## src/rtl/itq_pkg.sv

```systemverilog
// types and constants of the input trigger qualifier
package itq_pkg;

  localparam int MAG_W      = 12;
  localparam int DT_W       = 16;
  localparam int THR_W      = 12;
  localparam int DUR_W      = 24;
  localparam int LIMIT_W    = 16;
  localparam int ACC_W      = 32;
  localparam int CFG_DATA_W = 24;
  localparam int CFG_IDX_W  = 3;
  localparam int STATUS_W   = 2;

  localparam logic [CFG_IDX_W-1:0] REG_MODE      = 3'd0;
  localparam logic [CFG_IDX_W-1:0] REG_THRESHOLD = 3'd1;
  localparam logic [CFG_IDX_W-1:0] REG_DURATION  = 3'd2;
  localparam logic [CFG_IDX_W-1:0] REG_FLAG      = 3'd3;
  localparam logic [CFG_IDX_W-1:0] REG_LIMIT     = 3'd4;

  localparam logic [THR_W-1:0] DEF_THRESHOLD = 12'd2048;
  localparam logic [ACC_W-1:0] DEF_LONG_US   = 32'd1000000;
  localparam logic [ACC_W-1:0] DEF_TAP_US    = 32'd200000;

  typedef enum logic [2:0] {
    MODE_DOWN         = 3'd0,
    MODE_PRESSED      = 3'd1,
    MODE_RELEASED     = 3'd2,
    MODE_HOLD         = 3'd3,
    MODE_HOLD_RELEASE = 3'd4,
    MODE_TAP          = 3'd5,
    MODE_PULSE        = 3'd6,
    MODE_CHORDED      = 3'd7
  } mode_t;

  typedef enum logic [STATUS_W-1:0] {
    ST_NONE      = 2'd0,
    ST_ONGOING   = 2'd1,
    ST_TRIGGERED = 2'd2
  } status_t;

  typedef struct packed {
    mode_t                mode;
    logic [THR_W-1:0]     threshold;
    logic [DUR_W-1:0]     duration;
    logic                 flag;
    logic [LIMIT_W-1:0]   limit;
  } cfg_t;

endpackage

```

## src/rtl/itq_ifs.sv

```systemverilog
// valid/ready channel interfaces for frames and trigger results
interface itq_in_if;
  logic                      valid;
  logic                      ready;
  logic [itq_pkg::MAG_W-1:0] magnitude;
  logic [itq_pkg::DT_W-1:0]  frame_time_us;
  logic                      chord_ok;

  modport source (output valid, output magnitude, output frame_time_us, output chord_ok,
                  input ready);
  modport sink (input valid, input magnitude, input frame_time_us, input chord_ok,
                output ready);
endinterface

interface itq_out_if;
  logic                         valid;
  logic                         ready;
  logic [itq_pkg::STATUS_W-1:0] trigger_status;

  modport source (output valid, output trigger_status, input ready);
  modport sink (input valid, input trigger_status, output ready);
endinterface

```

## src/rtl/input_trigger_qualifier.sv

```systemverilog
// input trigger qualifier: two-stage frame pipeline
// path: a frame is registered in the input stage, its status then in the result register
// throughput: one frame per cycle while results are taken; the state update in itq_core is one pass
// a stalled result register holds while the input register still takes one frame
// synchronous reset empties both stages, clears trigger state, loads register defaults
module input_trigger_qualifier (
  input  logic                           clk,
  input  logic                           rst_n,
  itq_in_if.sink                         in_ch,
  itq_out_if.source                      out_ch,
  input  logic                           cfg_we,
  input  logic [itq_pkg::CFG_IDX_W-1:0]  cfg_index,
  input  logic [itq_pkg::CFG_DATA_W-1:0] cfg_wdata
);

  itq_pkg::cfg_t cfg;

  logic                      s1_valid_r, s1_valid_nxt;
  logic [itq_pkg::MAG_W-1:0] s1_mag_r;
  logic [itq_pkg::DT_W-1:0]  s1_dt_r;
  logic                      s1_chord_r;
  logic                      out_valid_r, out_valid_nxt;
  itq_pkg::status_t          out_status_r;
  itq_pkg::status_t          status;
  logic                      in_xfer;
  logic                      out_load;

  itq_cfg_regs u_cfg (
    .clk       (clk),
    .rst_n     (rst_n),
    .cfg_we    (cfg_we),
    .cfg_index (cfg_index),
    .cfg_wdata (cfg_wdata),
    .cfg       (cfg)
  );

  itq_core u_core (
    .clk           (clk),
    .rst_n         (rst_n),
    .step          (out_load),
    .magnitude     (s1_mag_r),
    .frame_time_us (s1_dt_r),
    .chord_ok      (s1_chord_r),
    .cfg           (cfg),
    .status        (status)
  );

  assign out_load    = s1_valid_r && (!out_valid_r || out_ch.ready);
  assign in_ch.ready = rst_n && (!s1_valid_r || out_load);
  assign in_xfer     = in_ch.valid && in_ch.ready;

  always_comb begin
    s1_valid_nxt = s1_valid_r;
    if (in_xfer) begin
      s1_valid_nxt = 1'b1;
    end else if (out_load) begin
      s1_valid_nxt = 1'b0;
    end
    out_valid_nxt = out_valid_r;
    if (out_load) begin
      out_valid_nxt = 1'b1;
    end else if (out_ch.ready) begin
      out_valid_nxt = 1'b0;
    end
  end

  always_ff @(posedge clk) begin
    if (!rst_n) begin
      s1_valid_r  <= 1'b0;
      out_valid_r <= 1'b0;
    end else begin
      s1_valid_r  <= s1_valid_nxt;
      out_valid_r <= out_valid_nxt;
    end
  end

  always_ff @(posedge clk) begin
    if (in_xfer) begin
      s1_mag_r   <= in_ch.magnitude;
      s1_dt_r    <= in_ch.frame_time_us;
      s1_chord_r <= in_ch.chord_ok;
    end
    if (out_load) begin
      out_status_r <= status;
    end
  end

  assign out_ch.valid          = out_valid_r;
  assign out_ch.trigger_status = out_status_r;

endmodule

```

## src/rtl/itq_cfg_regs.sv

```systemverilog
// configuration register file
module itq_cfg_regs (
  input  logic                           clk,
  input  logic                           rst_n,
  input  logic                           cfg_we,
  input  logic [itq_pkg::CFG_IDX_W-1:0]  cfg_index,
  input  logic [itq_pkg::CFG_DATA_W-1:0] cfg_wdata,
  output itq_pkg::cfg_t                  cfg
);

  itq_pkg::cfg_t cfg_r;

  always_ff @(posedge clk) begin
    if (!rst_n) begin
      cfg_r.mode      <= itq_pkg::MODE_DOWN;
      cfg_r.threshold <= itq_pkg::DEF_THRESHOLD;
      cfg_r.duration  <= '0;
      cfg_r.flag      <= 1'b0;
      cfg_r.limit     <= '0;
    end else if (cfg_we) begin
      unique case (cfg_index)
        itq_pkg::REG_MODE:      cfg_r.mode      <= itq_pkg::mode_t'(cfg_wdata[2:0]);
        itq_pkg::REG_THRESHOLD: cfg_r.threshold <= cfg_wdata[itq_pkg::THR_W-1:0];
        itq_pkg::REG_DURATION:  cfg_r.duration  <= cfg_wdata[itq_pkg::DUR_W-1:0];
        itq_pkg::REG_FLAG:      cfg_r.flag      <= cfg_wdata[0];
        itq_pkg::REG_LIMIT:     cfg_r.limit     <= cfg_wdata[itq_pkg::LIMIT_W-1:0];
        default: ;
      endcase
    end
  end

  assign cfg = cfg_r;

endmodule

```

## src/rtl/itq_core.sv

```systemverilog
// trigger state registers and per-frame status logic
module itq_core (
  input  logic                      clk,
  input  logic                      rst_n,
  input  logic                      step,
  input  logic [itq_pkg::MAG_W-1:0] magnitude,
  input  logic [itq_pkg::DT_W-1:0]  frame_time_us,
  input  logic                      chord_ok,
  input  itq_pkg::cfg_t             cfg,
  output itq_pkg::status_t          status
);

  localparam int AW = itq_pkg::ACC_W;

  logic                        was_act_r;
  logic [AW-1:0]               held_r, held_nxt;
  logic                        fired_r, fired_nxt;
  logic [AW-1:0]               accum_r, accum_nxt;
  logic [itq_pkg::LIMIT_W-1:0] count_r, count_nxt;

  logic [itq_pkg::THR_W-1:0] thr;
  logic                      act;
  logic [AW-1:0]             dur_ext;
  logic [AW-1:0]             need_long;
  logic [AW-1:0]             need_tap;
  logic [AW:0]               held_sum;
  logic [AW-1:0]             held_add;
  logic [AW:0]               accum_sum;
  logic [AW-1:0]             accum_add;
  logic                      pulse_fire;

  assign thr = (cfg.threshold == '0) ? itq_pkg::DEF_THRESHOLD : cfg.threshold;
  assign act = (magnitude >= thr);

  assign dur_ext   = {{(AW-itq_pkg::DUR_W){1'b0}}, cfg.duration};
  assign need_long = (cfg.duration == '0) ? itq_pkg::DEF_LONG_US : dur_ext;
  assign need_tap  = (cfg.duration == '0) ? itq_pkg::DEF_TAP_US : dur_ext;

  // saturating accumulators
  assign held_sum  = {1'b0, held_r} + {{(AW+1-itq_pkg::DT_W){1'b0}}, frame_time_us};
  assign held_add  = held_sum[AW] ? '1 : held_sum[AW-1:0];
  assign accum_sum = {1'b0, accum_r} + {{(AW+1-itq_pkg::DT_W){1'b0}}, frame_time_us};
  assign accum_add = accum_sum[AW] ? '1 : accum_sum[AW-1:0];

  always_comb begin
    held_nxt   = held_r;
    fired_nxt  = fired_r;
    accum_nxt  = accum_r;
    count_nxt  = count_r;
    pulse_fire = 1'b0;
    status     = itq_pkg::ST_NONE;
    unique case (cfg.mode)
      itq_pkg::MODE_DOWN: begin
        status = act ? itq_pkg::ST_TRIGGERED : itq_pkg::ST_NONE;
      end
      itq_pkg::MODE_PRESSED: begin
        status = (act && !was_act_r) ? itq_pkg::ST_TRIGGERED : itq_pkg::ST_NONE;
      end
      itq_pkg::MODE_RELEASED: begin
        if (act) begin
          status = itq_pkg::ST_ONGOING;
        end else begin
          status = was_act_r ? itq_pkg::ST_TRIGGERED : itq_pkg::ST_NONE;
        end
      end
      itq_pkg::MODE_HOLD: begin
        if (!act) begin
          held_nxt  = '0;
          fired_nxt = 1'b0;
        end else begin
          held_nxt = held_add;
          if (held_add >= need_long) begin
            if (cfg.flag && fired_r) begin
              status = itq_pkg::ST_ONGOING;
            end else begin
              fired_nxt = 1'b1;
              status    = itq_pkg::ST_TRIGGERED;
            end
          end else begin
            status = itq_pkg::ST_ONGOING;
          end
        end
      end
      itq_pkg::MODE_HOLD_RELEASE: begin
        if (act) begin
          held_nxt = held_add;
          status   = itq_pkg::ST_ONGOING;
        end else begin
          held_nxt = '0;
          status   = (was_act_r && (held_r >= need_long)) ? itq_pkg::ST_TRIGGERED
                                                         : itq_pkg::ST_NONE;
        end
      end
      itq_pkg::MODE_TAP: begin
        if (act) begin
          held_nxt = held_add;
          status   = itq_pkg::ST_ONGOING;
        end else begin
          held_nxt = '0;
          status   = (was_act_r && (held_r <= need_tap)) ? itq_pkg::ST_TRIGGERED
                                                        : itq_pkg::ST_NONE;
        end
      end
      itq_pkg::MODE_PULSE: begin
        if (!act) begin
          accum_nxt = '0;
          count_nxt = '0;
        end else begin
          if (!was_act_r) begin
            accum_nxt  = '0;
            pulse_fire = cfg.flag;
          end else begin
            accum_nxt = accum_add;
            // one interval per frame even when several are owed
            if (accum_add >= need_long) begin
              accum_nxt  = accum_add - need_long;
              pulse_fire = 1'b1;
            end
          end
          if (pulse_fire) begin
            if ((cfg.limit != '0) && (count_r >= cfg.limit)) begin
              status = itq_pkg::ST_ONGOING;
            end else begin
              if (count_r != '1) begin
                count_nxt = count_r + 1'b1;
              end
              status = itq_pkg::ST_TRIGGERED;
            end
          end else begin
            status = itq_pkg::ST_ONGOING;
          end
        end
      end
      itq_pkg::MODE_CHORDED: begin
        status = chord_ok ? itq_pkg::ST_TRIGGERED : itq_pkg::ST_NONE;
      end
      default: begin
        status = itq_pkg::ST_NONE;
      end
    endcase
  end

  always_ff @(posedge clk) begin
    if (!rst_n) begin
      was_act_r <= 1'b0;
      held_r    <= '0;
      fired_r   <= 1'b0;
      accum_r   <= '0;
      count_r   <= '0;
    end else if (step) begin
      was_act_r <= act;
      held_r    <= held_nxt;
      fired_r   <= fired_nxt;
      accum_r   <= accum_nxt;
      count_r   <= count_nxt;
    end
  end

endmodule

```

## src/flat_wrapper.sv

```systemverilog
// flat-port wrapper written by rule: the top's interface ports become plain ports
module input_trigger_qualifier_flat 
  (clk, rst_n, cfg_we, cfg_index, cfg_wdata, in_ch_valid, in_ch_magnitude, in_ch_frame_time_us, in_ch_chord_ok, in_ch_ready, out_ch_valid, out_ch_trigger_status, out_ch_ready);
  itq_in_if in_ch_i ();
  itq_out_if out_ch_i ();
  input  logic clk;
  input  logic rst_n;
  input  logic cfg_we;
  input  logic [itq_pkg::CFG_IDX_W-1:0] cfg_index;
  input  logic [itq_pkg::CFG_DATA_W-1:0] cfg_wdata;
  input wire logic [$bits(in_ch_i.valid)-1:0] in_ch_valid;
  input wire logic [$bits(in_ch_i.magnitude)-1:0] in_ch_magnitude;
  input wire logic [$bits(in_ch_i.frame_time_us)-1:0] in_ch_frame_time_us;
  input wire logic [$bits(in_ch_i.chord_ok)-1:0] in_ch_chord_ok;
  output wire logic [$bits(in_ch_i.ready)-1:0] in_ch_ready;
  output wire logic [$bits(out_ch_i.valid)-1:0] out_ch_valid;
  output wire logic [$bits(out_ch_i.trigger_status)-1:0] out_ch_trigger_status;
  input wire logic [$bits(out_ch_i.ready)-1:0] out_ch_ready;
  assign in_ch_i.valid = in_ch_valid;
  assign in_ch_i.magnitude = in_ch_magnitude;
  assign in_ch_i.frame_time_us = in_ch_frame_time_us;
  assign in_ch_i.chord_ok = in_ch_chord_ok;
  assign in_ch_ready = in_ch_i.ready;
  assign out_ch_valid = out_ch_i.valid;
  assign out_ch_trigger_status = out_ch_i.trigger_status;
  assign out_ch_i.ready = out_ch_ready;
  input_trigger_qualifier u_core (.clk(clk), .rst_n(rst_n), .in_ch(in_ch_i), .out_ch(out_ch_i), .cfg_we(cfg_we), .cfg_index(cfg_index), .cfg_wdata(cfg_wdata));
endmodule
```

## config.mk

```make
export PLATFORM = sky130hd
export DESIGN_NAME = input_trigger_qualifier_flat
export DESIGN_NICKNAME = d
export VERILOG_FILES = /design/src/rtl/itq_pkg.sv /design/src/rtl/itq_ifs.sv /design/src/rtl/input_trigger_qualifier.sv /design/src/rtl/itq_cfg_regs.sv /design/src/rtl/itq_core.sv /design/src/flat_wrapper.sv
export SDC_FILE = /design/constraint.sdc
export NUM_CORES = 1
export LEC_CHECK = 0
export BUFFER_PORTS_ARGS = -buffer_cell sky130_fd_sc_hd__buf_2
export CAP_MARGIN = 20
export CORE_MARGIN = 1.5
export CORE_UTILIZATION = 55
export CTS_CLUSTER_SIZE = 16
export DETAILED_ROUTE_END_ITERATION = 10
export GPL_TIMING_DRIVEN = 0
export HOLD_SLACK_MARGIN = 0.02
export PLACE_DENSITY = 0.8
export SYNTH_ARGS = -nofsm -noshare
export SYNTH_HDL_FRONTEND = slang
export SYNTH_SLANG_ARGS = --single-unit
```

## constraint.sdc

```tcl
create_clock -name clk -period 6.1 [get_ports clk]
set_input_delay 1.22 -clock clk [delete_from_list [all_inputs] [get_ports clk]]
set_output_delay 1.22 -clock clk [all_outputs]
set_load 0.02 [all_outputs]
```

# After elaboration in Yosys (flattened, before gate mapping)

Index checks and enable logic that the tools add are counted.

Output and inout port bits: 4
Flip-flop bits (word level): 171
Word-level logic and storage cells: 113

Equal/unequal tests: 17
Reductions and logical operators: 30
$add $sub $neg: 4
Mux-type cells: 40
$lt $le $gt $ge: 6

Operators by type and width:

| operator                                             | count |
|---|---|
| two-way mux 32 bit                                   | 6 |
| greater-or-equal comparator 32 x 24 -> 1 bit         | 3 |
| adder 32 x 16 -> 33 bit                              | 2 |
| two-way mux 16 bit                                   | 4 |
| two-way mux 24 bit                                   | 2 |
| less-or-equal comparator 32 x 24 -> 1 bit            | 1 |
| subtractor 32 x 24 -> 32 bit                         | 1 |
| two-way mux 2 bit                                    | 15 |
| zero test 24 bit                                     | 1 |
| adder 16 x 1 -> 16 bit (second input constant)       | 1 |
| greater-or-equal comparator 16 bit                   | 1 |
| inequality test 16 bit (second input constant)       | 1 |
| case mux 2 bit (8 select lines)                      | 1 |
| nonzero test 16 bit                                  | 1 |
| equality test 3 bit (second input constant)          | 5 |
| AND reduction 2 bit                                  | 7 |
| equality test 3 x 2 -> 1 bit (second input constant) | 4 |
| greater-or-equal comparator 12 bit                   | 1 |
| zero test 12 bit                                     | 1 |
| two-way mux 12 bit                                   | 1 |
| two-way mux 1 bit                                    | 11 |
| logical AND 1 bit                                    | 8 |
| equality test 3 x 1 -> 1 bit (second input constant) | 2 |
| zero test 3 bit                                      | 2 |
| 8 further kinds                                      | 15 |

# Longest topological paths before layout

Depth in word-level cells: 10
Gate-level depth with buffers: 24

# Modules after synthesis

From an unflattened synthesis, not the netlist that was laid out.

Cell total of the unflattened synthesis: 1597
Area total of the unflattened synthesis: 13036.3 sq um

Modules (own cells, without submodules):

| module                  | cells an instance | times used | area an instance (sq um) |
|---|---|---|---|
| itq_core                | 1343              | 1          | 9855.7 |
| itq_cfg_regs            | 213               | 1          | 2153.3 |
| input_trigger_qualifier | 41                | 1          | 1027.2 |

# Worst setup path before layout

OpenSTA, ideal clock, no wires.

Path type: register -> register
Start: reg u_core.s1_dt_r[0] (netlist name)
End: reg u_core.out_status_r[0] (netlist: u_core.out_ch.trigger_status[0]) (data pin)
Path slack: 0.864 ns
Cell stages (with the launch flop): 21
Data arrival time: 5.085 ns
Data required time: 5.948 ns
Period minus slack after synthesis: 5.236 ns
Path through: edfxtp_1 -> ha_1 -> fa_1 -> a211oi_1 -> o211ai_1 -> and4_1 -> o211ai_1 -> clkbuf_1 -> nand2_1 -> ha_1 -> a211o_1 -> a211o_1 -> o221a_2 -> nor2_1 -> a21oi_1 -> o211ai_1 -> nand4b_4 -> nor3b_2 -> nand2_1 -> a311o_1 -> a31oi_1

Cells in the longest elaborated chain, start to end: 10
Elaborated cells on any way between the ends: 15
Classes of those cells: 2 x add/sub; 2 x order compare; 11 x mux

Ends and longest elaborated chain:

| what                                         | RTL line                      | source |
|---|---|---|
| start: declaration                           | input_trigger_qualifier.sv:20 | `logic [itq_pkg::DT_W-1:0] s1_dt_r;` |
| start signal: assignment                     | input_trigger_qualifier.sv:80 | `s1_dt_r <= in_ch.frame_time_us;` |
| adder 32 x 16 -> 33 bit                      | itq_core.sv:42                | `assign accum_sum = {1'b0, accum_r} + {{(AW+1-itq_pkg::DT_W){1'b0}}, frame_time_us};` |
| two-way mux 32 bit                           | itq_core.sv:43                | `assign accum_add = accum_sum[AW] ? '1 : accum_sum[AW-1:0];` |
| greater-or-equal comparator 32 x 24 -> 1 bit | itq_core.sv:115               | `if (accum_add >= need_long) begin` |
| two-way mux 1 bit                            | itq_core.sv:115               |  |
| two-way mux 1 bit                            | itq_core.sv:109               | `if (!was_act_r) begin` |
| two-way mux 1 bit                            | itq_core.sv:105               | `if (!act) begin` |
| two-way mux 1 bit                            | itq_core.sv:52                | `unique case (cfg.mode)` |
| two-way mux 2 bit                            | itq_core.sv:120               | `if (pulse_fire) begin` |
| two-way mux 2 bit                            | itq_core.sv:105               |  |
| case mux 2 bit (8 select lines) *            | itq_core.sv:52                |  |
| named net u_core.status[0]                   | input_trigger_qualifier.sv:24 | `itq_pkg::status_t status;` |
| end signal: assignment                       | input_trigger_qualifier.sv:84 | `out_status_r <= status;` |
| end: declaration                             | input_trigger_qualifier.sv:23 | `itq_pkg::status_t out_status_r;` |

The timed path passes the listed nets; every way through them passes the cells marked *. The select of a mux whose other input is x is not followed.
A chain may end at the register's enable or synchronous reset.

# Worst setup path in the final report

Ends and elaborated chain as after synthesis.

==> flow_summary.yaml <==
sta:
  slew_viol_final: 0
  rsz0062_at_grt: "no"
  timing.final.hold_violations: 0
  fin_crit_ns: 5.89
  final-setup-viol-count: 0
  finalCritPeriodShare: 0.966
  worst_slew_pin_slew_ns: 1.09
  fin_worst_hold_slack_ns: 0.458
  relSlewSlack: 0.270
  fin_worst_skew_ns: 0.0207
  fmax_mhz: 170
cts:
  clockBufferDepth: 2
  cts-hold-fix-buffers: 0
  root_buffer: "clkbuf_16"
  cts_buffers: 17
  clkTransAtPathRegs_ns: 0.07
  htreeDepth: 4
  clk-insertion-delay-late_ns: 0.45
  clkSinkCount: 171
  cts_tree: "done"
power:
  p_per_area_mw_per_mm2: 196
  leakagePower_nw: 5.80
  max-vdd-ir-drop_uv: 151
yosys:
  synthArstFlopShare: 0
  synthTopCellsByArea: "dfxtp_1 22%, ha_1 14%, nand2_1 7.7%"
  synthTopCellsByCount: "260 x nand2_1, 140 x dfxtp_1, 140 x ha_1, 113 x nor2_1, 81 x a21oi_1"
  synth.distinct_cells: 73
  yosys.area.top_type_share: 0.220
  synthFlopType: "dfxtp_1"
  synth_seq_cells: 171
  syn_area_mm2: 0.0127
  yosysTopAreaCell: "dfxtp_1"
  syn-num-nets: 1796
  netlist_instances: 1592
  synth-warning-count: 0
  yosysMostFrequentCell: "nand2_1"
  syn_area_per_cell_um2: 8.01
  synth_edf_count: 31
  yosysSeqAreaShare: 0.293
die:
  io_pins: 65
  rows: 55
  die_y_um: 155
  fp.coreArea_mm2: 0.0227
  die-area_mm2: 0.0241
  initial_core_util: 0.561
  fp.dieW_um: 155
setup_path:
  cp-start-kind: "flip-flop"
  arrival_ns: 6.16
  critPathCaptureType: "flip-flop"
  path_class: "reg -> reg"
  cp_max_fo: 10
  required_ns: 6.37
cells_and_area:
  multi_input_comb_area_mm2: 0.00855
  fin_util: 0.623
  layout.nets: 1880
  antenna_cells: 0
  fill_cells: 1982
  area_growth_pct: 10.9
  layout-drive-gt1-share: 0.0841
  regArea_mm2: 0.00373
routing:
  viasPerCell: 6.13
  drt_pass1_iterations: 7
  ant_nets: 0
  first_iter_violations: 1038
  wl_um: 36600
  wl_per_cell_um: 18.5
  vias: 12100
  drc: 0
run_status:
  status: "completed"
global_routing:
  grtUsageTotal: 0.307
  grt.overflow.total: 0
  antenna_found_initial: 0
  grt_first_pass_wirelength_um: 58800
  grt_max_degree: 20
  grt_pass1_vias: 11700
hold_path:
  hold_class: "reg -> reg"
flow_run:
  cap_violations: 0
place:
  place.gp.congestion: 0.965
  dpl.hpwl_um: 28500
  io_buffers: 63
critical path, cell delays in order, from the launching register on:
cell	delay, ns
edfxtp_1	0.43
ha_1	0.26
fa_2	0.39
a211oi_2	0.25
o211ai_1	0.24
and4_4	0.26
o211ai_1	0.20
buf_4	0.20
buf_2	0.26
nand2_1	0.13
ha_1	0.28
a211o_1	0.34
a211o_1	0.26
o221a_2	0.25
nor2_1	0.16
a21oi_1	0.15
o211ai_1	0.40
nand4b_4	0.21
nor3b_4	0.28
nand2_1	0.17
a311o_1	0.39
a31oi_1	0.19
cells by family after synthesis:
logic type / Yosys count / synth area share
AND/OR/NAND/NOR: 633 / 0.237
multiplexers: 19 / 0.0159
flip-flops: 171 / 0.293
XOR/XNOR: 85 / 0.0584
adder cells (fa/ha/maj): 143 / 0.142
AO/OA/AOI/OAI: 406 / 0.212
buffers and inverters: 135 / 0.0418
metrics by stage:
stage          power (mW)  cell area (um^2)  TNS, ns  worst slack (ns)  std cells
5_1_grt              2.86             14100        0            0.0109       1974
2_1_floorplan        1.51             12700        0             0.864       1592
3_5_place_dp         1.63             13400   -30.25            -0.788       1941
3_3_place_gp         1.62             13400   -25.94            -0.686       1940
4_1_cts              2.77             14100        0            0.0233       1975
6_report             2.77             14100        0             0.210       1974
sequential cells by signal, indices dropped and copies added (netlist names):
signal / flops
u_core.out_ch.trigger_status: 2
u_core.s1_valid_r: 1
u_core.u_core.count_r: 16
u_core.s1_dt_r: 16
u_core.u_core.held_r: 32
u_core.u_core.was_act_r: 1
u_core.s1_mag_r: 12
u_core.u_core.fired_r: 1
u_core.out_ch.valid: 1
u_core.u_cfg.cfg: 56
u_core.u_core.accum_r: 32
u_core.s1_chord_r: 1
final timing paths:
kind,slack [ns],end,start,cells past startpoint
setup / recovery,0.21,u_core.out_ch.trigger_status[0]$_DFFE_PP_,u_core.s1_dt_r[0]$_DFFE_PP_,21
hold reg to reg,0.46,u_core.u_core.accum_r[7]$_SDFFE_PN0P_,u_core.u_core.accum_r[7]$_SDFFE_PN0P_,2
hold / removal,0.46,u_core.u_core.accum_r[7]$_SDFFE_PN0P_,u_core.u_core.accum_r[7]$_SDFFE_PN0P_,2
setup reg to reg,0.21,u_core.out_ch.trigger_status[0]$_DFFE_PP_,u_core.s1_dt_r[0]$_DFFE_PP_,21
layout make-up:
type	count	share of cell area
multi-input cells	1286	0.605
flip-flops and latches	171	0.264
clock buffers	20	0.0331
repair buffers	68	0.0255
well taps	285	0.0252
plain buffers	62	0.0190
inverters	70	0.0186
clock inverters	12	0.00982
power by group:
part / leakage (nW) / switching, mW / internal, mW
Combinational: 4.08 / 0.266 / 0.174
Sequential: 1.42 / 0.0174 / 1.17
Clock: 0.302 / 0.528 / 0.619
Total: 5.80 / 0.811 / 1.96
layer usage:
layer  vias to the layer above  part of all wire  GRT usage
met4                         0             0.035      0.129
met5                         -                 0          0
met3                       104             0.065     0.0440
met1                      5632              0.42      0.380
li1                       5876                 -          -
met2                       498              0.48      0.535
cell usage in the layout, fill, tap and decap left out, types with 10 or more instances in the layout:
cell | Yosys | layout
and2_1 | 22 | 21
dfxtp_1 | 140 | 140
nand2b_1 | 21 | 21
nor2_1 | 113 | 112
and4_1 | 11 | 10
clkbuf_1 | 59 | 54
and3_1 | 17 | 17
nand3_1 | 41 | 41
o21ai_0 | 77 | 76
a211oi_1 | 17 | 16
nand4_1 | 33 | 33
xnor2_1 | 48 | 48
a21o_1 | 42 | 42
nand2_1 | 260 | 260
ha_1 | 140 | 140
inv_1 | 70 | 70
nor3_1 | 33 | 33
a21boi_0 | 60 | 60
mux2i_1 | 18 | 18
edfxtp_1 | 31 | 31
nor4_1 | 22 | 22
nor2b_1 | 27 | 27
buf_2 | 0 | 64
o21a_1 | 16 | 16
a21oi_1 | 81 | 80
clkbuf_16 | 0 | 18
o211ai_1 | 13 | 13
a31oi_1 | 13 | 13
xor2_1 | 37 | 37
o21ai_1 | 18 | 19
or2_2 | 11 | 11
o31ai_1 | 13 | 13
repair_timing:
action	in CTS	in global routing
pin swaps	3	4
hold endpoints to repair	0	0
cloned	0	0
resized for setup	7	17
buffers inserted	3	1
setup endpoints to repair	51	37
Power figures use the tool's default switching activity.
